--- src/otwo_pkg.sv ---
package otwo_pkg;

    localparam int TRIG_BITS_DEF = 12;
    localparam logic [31:0] GAIN_LAT_RST  = 32'd370060;
    localparam logic [31:0] GAIN_FWD_RST  = 32'd213650;
    localparam logic [31:0] GAIN_TURN_RST = 32'd349824;
    localparam logic [9:0]  TPS_RST       = 10'd10;
    localparam logic [31:0] CORDIC_K      = 32'd652032874;

    localparam logic [1:0] REG_GAIN_LAT  = 2'd0;
    localparam logic [1:0] REG_GAIN_FWD  = 2'd1;
    localparam logic [1:0] REG_GAIN_TURN = 2'd2;
    localparam logic [1:0] REG_TPS       = 2'd3;

    typedef struct packed {
        logic signed [31:0] count0;
        logic signed [31:0] count1;
        logic signed [31:0] count2;
    } t_in;

    typedef struct packed {
        logic signed [31:0] position_x;
        logic signed [31:0] position_y;
        logic        [31:0] heading;
        logic signed [31:0] speed_lateral;
        logic signed [31:0] speed_forward;
        logic signed [31:0] turn_rate;
        logic signed [15:0] quat_z;
        logic signed [15:0] quat_w;
    } t_out;

    // datapath operation issued by the controller
    typedef enum logic [3:0] {
        OP_NONE, OP_DELTA, OP_SUMS, OP_LAT, OP_FWD, OP_TURN,
        OP_CINIT, OP_CITER, OP_CDONE, OP_ROTA, OP_ROTB, OP_POSE, OP_VEL
    } t_op;

    typedef struct packed {
        t_op        op;
        logic       second;   // second trig pass: half heading
        logic [3:0] iter;
    } t_cmd;

    function automatic logic [31:0] atan_turn(input logic [3:0] i);
        logic [31:0] r;
        begin
            case (i)
                4'd0:  r = 32'h20000000;
                4'd1:  r = 32'h12E4051E;
                4'd2:  r = 32'h09FB385B;
                4'd3:  r = 32'h051111D4;
                4'd4:  r = 32'h028B0D43;
                4'd5:  r = 32'h0145D7E1;
                4'd6:  r = 32'h00A2F61E;
                4'd7:  r = 32'h00517C55;
                4'd8:  r = 32'h0028BE53;
                4'd9:  r = 32'h00145F2F;
                4'd10: r = 32'h000A2F98;
                4'd11: r = 32'h000517CC;
                4'd12: r = 32'h00028BE6;
                4'd13: r = 32'h000145F3;
                4'd14: r = 32'h0000A2FA;
                default: r = 32'h0000517D;
            endcase
            return r;
        end
    endfunction

endpackage

--- src/otwo_ctrl.sv ---
module otwo_ctrl
    import otwo_pkg::*;
#(
    parameter int TRIG_BITS = TRIG_BITS_DEF
) (
    input  logic i_clk,
    input  logic i_rst_n,
    input  logic i_in_valid,
    input  logic i_out_stall,
    output logic o_in_stall,
    output logic o_out_valid,
    output logic o_load,
    output t_cmd o_cmd
);

    typedef enum logic [6:0] {
        S_IDLE  = 7'b0000001,
        S_KIN   = 7'b0000010,
        S_TRIG  = 7'b0000100,
        S_ROT   = 7'b0001000,
        S_TRIG2 = 7'b0010000,
        S_FIN   = 7'b0100000,
        S_OUT   = 7'b1000000
    } t_state;

    t_state     r_state, n_state;
    logic [4:0] r_step, n_step;
    logic       accept;

    assign o_in_stall  = (r_state != S_IDLE);
    assign o_out_valid = (r_state == S_OUT);
    assign accept      = i_in_valid && (r_state == S_IDLE);
    assign o_load      = accept;

    always_comb begin
        n_state = r_state;
        n_step  = r_step + 5'd1;
        o_cmd   = '{op: OP_NONE, second: 1'b0, iter: 4'd0};
        unique case (r_state)
            S_IDLE: begin
                n_step = 5'd0;
                if (accept) begin
                    n_state = S_KIN;
                end
            end
            S_KIN: begin
                case (r_step)
                    5'd0: o_cmd.op = OP_DELTA;
                    5'd1: o_cmd.op = OP_SUMS;
                    5'd2: o_cmd.op = OP_LAT;
                    5'd3: o_cmd.op = OP_FWD;
                    default: o_cmd.op = OP_TURN;
                endcase
                if (r_step == 5'd4) begin
                    n_state = S_TRIG;
                    n_step  = 5'd0;
                end
            end
            S_TRIG, S_TRIG2: begin
                o_cmd.second = (r_state == S_TRIG2);
                o_cmd.iter   = 4'(r_step - 5'd1);
                if (r_step == 5'd0) begin
                    o_cmd.op = OP_CINIT;
                end else if (r_step <= 5'(TRIG_BITS)) begin
                    o_cmd.op = OP_CITER;
                end else begin
                    o_cmd.op = OP_CDONE;
                    n_state  = (r_state == S_TRIG) ? S_ROT : S_FIN;
                    n_step   = 5'd0;
                end
            end
            S_ROT: begin
                case (r_step)
                    5'd0: o_cmd.op = OP_ROTA;
                    5'd1: o_cmd.op = OP_ROTB;
                    default: o_cmd.op = OP_POSE;
                endcase
                if (r_step == 5'd2) begin
                    n_state = S_TRIG2;
                    n_step  = 5'd0;
                end
            end
            S_FIN: begin
                o_cmd.op = OP_VEL;
                n_state  = S_OUT;
            end
            S_OUT: begin
                if (!i_out_stall) begin
                    n_state = S_IDLE;
                end
            end
            default: n_state = S_IDLE;
        endcase
    end

    always_ff @(posedge i_clk) begin
        if (!i_rst_n) begin
            r_state <= S_IDLE;
            r_step  <= 5'd0;
        end else begin
            r_state <= n_state;
            r_step  <= n_step;
        end
    end

endmodule

--- config.mk ---
export PLATFORM = sky130hd
export DESIGN_NAME = otwo_ctrl
export DESIGN_NICKNAME = d
export VERILOG_FILES = /design/src/otwo_pkg.sv /design/src/otwo_ctrl.sv
export SDC_FILE = /design/constraint.sdc
export NUM_CORES = 1
export LEC_CHECK = 0
export BUFFER_PORTS_ARGS = -buffer_cell sky130_fd_sc_hd__buf_4
export CAP_MARGIN = 20
export CORE_MARGIN = 2
export CORE_UTILIZATION = 55
export CTS_CLUSTER_SIZE = 24
export DETAILED_ROUTE_END_ITERATION = 6
export GPL_TIMING_DRIVEN = 0
export PLACE_DENSITY = 0.77
export SETUP_SLACK_MARGIN = 0.1
export SYNTH_ARGS = -nofsm -noshare
export SYNTH_HDL_FRONTEND = slang
export SYNTH_SLANG_ARGS = --single-unit
export TNS_END_PERCENT = 20
--- constraint.sdc ---
create_clock -name i_clk -period 2.1 [get_ports i_clk]
set_input_delay 0.42 -clock i_clk [delete_from_list [all_inputs] [get_ports i_clk]]
set_output_delay 0.42 -clock i_clk [all_outputs]
set_load 0.01 [all_outputs]
---- Yosys cells after proc, flatten, opt, wreduce, memory -nomap -nowiden ----
Cells that the tools add are included.
storage, ports and cells
  output and inout port bits .............. 12
  bits in registers ....................... 12
cells by class
  eq/ne operators ......................... 18
  $add $sub $neg .......................... 2
  reductions and logical operators ........ 4
  mux-type cells .......................... 19
  order comparisons ....................... 1
operators with widths
  kind                   count
  $mux W7                6
  $pmux W7 S6            1
  $mux W5                5
  $pmux W5 S4            1
  $pmux W4 S4            1
  $ne A2 B2 Y1 const B   6
  $pmux W3 S4            1
  $eq A5 B2 Y1 const B   2
  $mux W4                2
  $eq A7 B1 Y1 const B   1
  $eq A7 B2 Y1 const B   1
  $eq A7 B3 Y1 const B   1
  $eq A7 B4 Y1 const B   1
  $eq A7 B5 Y1 const B   1
  $eq A7 B6 Y1 const B   1
  $eq A7 B7 Y1 const B   1
  $ne A7 B1 Y1 const B   1
  $mux W6                1
  $reduce_and A6 Y1      1
  $add A5 B1 Y5 const B  1
  $eq A5 B1 Y1 const B   1
  $eq A5 B3 Y1 const B   1
  $le A5 B4 Y1 const B   1
  $logic_not A5 Y1       1
  other kinds (4)        4

---- Longest topological paths before layout ----
  depth in word-level cells ............... 5
  gate-level depth with buffers ........... 8

---- Worst setup path after synthesis ----
No wires, ideal clock.
  path type ............................... reg2out
  start point ............................. register r_step[0]
  end point ............................... output o_cmd[6] (netlist bit)
  cell stages (with the launch flop) ...... 8
  arrival time ............................ 1,559 ps
  setup slack ............................. 121 ps
  cells stage by stage .................... dfxtp_1 > inv_1 > ha_1 > clkbuf_2 > o21bai_1 > nor2_1 > a221oi_1 > nand2_1
RTL lines
  what                    RTL line          RTL
  start, declared         otwo_ctrl.sv:27   logic [4:0] r_step, n_step;
  start signal, assigned  otwo_ctrl.sv:102  r_step <= n_step;
  end, declared           otwo_ctrl.sv:13   output t_cmd o_cmd

==> impl.org <==
** Status
- The run finished, with violations left.
- Violated checks :: setup timing

** Clock network
- For the worst-skew pair, the clock arrives at the later sink with an insertion delay of 300 ps.
- H-tree levels :: 1
- CTS root buf :: clkbuf_4
- Clock slew at reported path FFs :: 90 ps
- In this run, post-CTS hold repair placed 0 buffers.
- Maximum clock insertion buffer count :: 2
- Clock tree synthesis found a total of 12 sinks.
- TritonCTS clock tree :: done
- CTS Buf Count :: 3

** Synth
- The most used flip-flop cell after synthesis is dfxtp_1.
- Of the synthesized area, sequential elements account for 0.236.
- Count of flip-flops with a built-in enable after synthesis :: 0
- Portion of netlist area occupied by mux cells :: 0
- Mean instance size in the synthesized netlist :: 7.84 µm²
- Of the total synthesized cell area, the portion taken by AND, OR, NAND and NOR gates is 0.353.
- Async set-reset flop share out of synthesis :: 0
- Post-synthesis xor/xnor area fraction :: 0.0687
- During synthesis, Yosys emitted a total of 0 warnings.
- The netlist uses 46 different library cells.
- Of the total synthesized cell area, the portion taken by full adders, half adders and majority gates is 0.0613.
- The area fraction in compound gates after synthesis was 0.199.
- Number of instances in the synthesized netlist :: 130
- Counting flops and latches in the post-synthesis netlist gives 12.
- Synthesized netlist net count :: 139
- Netlist Area Pre-Place :: 0.00102 mm²
- By area, the combinational part of the netlist is dominated by simple AND/OR/NAND/NOR gates.

** STA
- The max-slew violation count was 0.
- Time the worst path needs with I/O delays and setup :: 2300 ps
- Setup repair after global routing could not meet its margin everywhere.
- Setup violators final :: 6
- Clock skew on the completed layout was measured at 13.5 ps.
- Transition time at the pin with the least slew margin :: 544 ps
- For this run, the top clock speed supported by timing is 0.435 GHz.
- The number of hold violations in the final report came to 0.
- Worst rel slew slack :: 0.634
- Setup slack of the critical path after layout :: -201 ps
- Final worst-path cycle share :: 1.10

** Pwr
- Of the total power, the clock network draws 0.254.
- Worst vdd rail ir drop :: 582 µV
- Sw Share :: 0.368
- Power comes to 774 µW.
- Cell internal power was estimated by the tool at 490 µW.
- The analysis attributes to cell leakage a power of 0.613 nW.
- Power dissipated by switching net loads :: 285 µW
- For this design the ratio of total power to cell area is 564 mW/mm².
- Sequential share of power :: 0.330
- Logic pwr share :: 0.416

** Drt
- After detailed routing, the number of vias per cell comes to 6.58.
- DRC marker count from the first detailed-route iteration :: 96
- Vias :: 1184
- For this block, the routed nets add up to 3200 µm of wire.
- Before antenna repair, the detailed router went through 7 iterations.
- Post-route ant nets :: 0
- DRC Markers :: 0
- In the final routed layout, each cell accounts on average for 17.8 µm.

** Die
- Initial cell density of the core :: 0.591
- The core region is 0.00173 mm².
- From left edge to right edge, the die measures 47.1 µm.
- In this run the core area contains 15 standard-cell rows.
- Height of the die :: 47.1 µm
- Area of the die :: 0.00221 mm²
- During I/O placement, the number of pins put on the boundary was 16.

** Cells and area
- The final layout contains 165 nets.
- Post-Layout Inst Area :: 0.00137 mm²
- Layout area overhead :: 34.7%
- Layout Utilization :: 0.796
- The library cell used most frequently in the layout, excluding fill and tap cells, is buf_4.
- Fraction of final layout cells sized beyond drive strength 1 :: 0.419
- Final standard cell count with taps included and fillers excluded :: 180
- 0 antenna diodes ended up in the layout.
- Most used cells in the layout excluding fill and tap cells :: buf_4, o21ai_0, nor2_1

** Setup path
- In this run the critical register-to-register path is captured at r_state[0].
- In this run the critical register-to-register path is launched from r_state[1].
- In this run the register-to-register setup slack is -30 ps.
- For the worst setup path, the data arrival time is 1880 ps.
- WS Path Type :: flop to output pin
- The number of cells on the worst reg-to-reg path is 7.
- The worst setup path is launched from a flop.
- Along the worst path, the maximum fanout reaches 10.
- STA classifies the critical path endpoint as an output pin.
- Required time at the worst-slack endpoint :: 1680 ps

** Global routing
- Global-route wire length before repair :: 4450 µm
- Maximum number of pins on one net before global-route repair :: 11
- GRT Residual Overflow :: 0
- The via count of the first global-routing pass was 954.
- Total routing usage reported by global routing :: 0.298
- The number of antenna violations at the first check in global routing came to 0.

** Worst hold path
- For hold timing, the worst endpoint is r_step[4].
- The startpoint identified for the worst hold timing path is i_rst_n.
- Hold Crit Class :: input pin to flop
- Hold Path Cell Cnt :: 2

** Placed design
- The wire-length estimate of the detail-placed layout is 1850 µm.
- Counting tap cells, the placed design contains a total of 170 instances.
- GP Congestion :: 0.906
- DP Area :: 0.00116 mm²
- Input and output buffers added on the ports amount to 15.
- OpenSTA, run right after detailed placement, puts the worst setup slack at -267 ps.

** Job
- The tool flagged a number of max-cap violations equal to 0.
==> cells in the mapped netlist, types with 3 or more instances <==
cell type  instances  share of area
nor2_1            14          0.052
and3_1             6          0.037
a21oi_1            3          0.015
xnor2_1            4          0.034
dfxtp_1           12           0.24
or3_1              5          0.031
o21ai_0           13          0.064
nor3_1             8          0.039
nand2_1            7          0.026
buf_2              3          0.015
xor2_1             4          0.034
nand3_1            4          0.020
ha_1               5          0.061
buf_6              3          0.033
inv_1              4          0.015
==> how the worst max path moves through the flow <==
stage	depth (start not counted)	end	start	slack, ps
6_report	7	o_cmd[6]	r_state[3]	-200
2_1_floorplan	7	o_cmd[6]	r_step[0]	120
3_3_place_gp	8	o_cmd[6]	r_step[0]	-160
4_1_cts	7	o_cmd[7]	r_state[4]	-120
3_5_place_dp	8	o_cmd[6]	r_step[0]	-270
5_1_grt	7	o_cmd[6]	r_state[3]	-250
==> what timing repair did <==
action                     4_1_cts  5_1_grt
pin swaps                        3        3
setup buffers                    5        1
setup endpoints to repair       18       16
gates cloned                     0        0
resized for setup               21       14
==> stage by stage <==
step / TNS, ps / hold slack, ps
6_report: -682 / 434
5_1_grt: -978 / 438
4_1_cts: -486 / 428
3_5_place_dp: -625 / 606
3_3_place_gp: -328 / 590
2_1_floorplan: 0 / 543
==> metal layers <==
layer,vias to the layer above,global-route usage,wire length [µm]
met5,-,0,0
met4,0,0.144,133
met3,24,0.0846,329
met2,85,0.455,1470
met1,552,0.387,1260
li1,523,-,-
==> cells by family (layout without fill, tap and decap cells) <==
| kind of cell | Yosys count | count (layout) |
|---|---|---|
| adder cells (fa/ha/maj) | 5 | 5 |
| flip-flops | 12 | 12 |
| buffers and inverters | 13 | 38 |
| XOR/XNOR | 8 | 8 |
| AND/OR/NAND/NOR | 63 | 63 |
| AO/OA/AOI/OAI | 29 | 29 |
==> cell type report <==
cell class	instances	area, µm²
Fill cell	120	353
Tap cell	25	31.3
Inverter	4	15.0
Clock buffer	4	36.3
Sequential cell	12	248
Multi-Input combinational cell	105	802
Buffer	9	83.8
Timing Repair Buffer	21	158
==> registers in the layout, indices dropped and copies added (netlist names) <==
register  cells
r_step        5
r_state       7
==> power groups by stage <==
stage / Combinational, mW / Clock, mW / Sequential [mW]
finish: 0.322 / 0.196 / 0.256
global route: 0.347 / 0.206 / 0.258
CTS: 0.287 / 0.194 / 0.255
detailed placement: 0.254 / 0 / 0.257
global placement: 0.246 / 0 / 0.256
floorplan: 0.191 / 0 / 0.255
==> critical path, cell delays in order, from the launching register on <==
cell	delay [ps]
dfxtp_1	340
clkbuf_4	200
nor4b_2	370
nand2_1	200
nor2_2	200
a221oi_2	90
nand2_1	70
buf_4	110
Note: power is estimated with default switching activity, not from simulation.
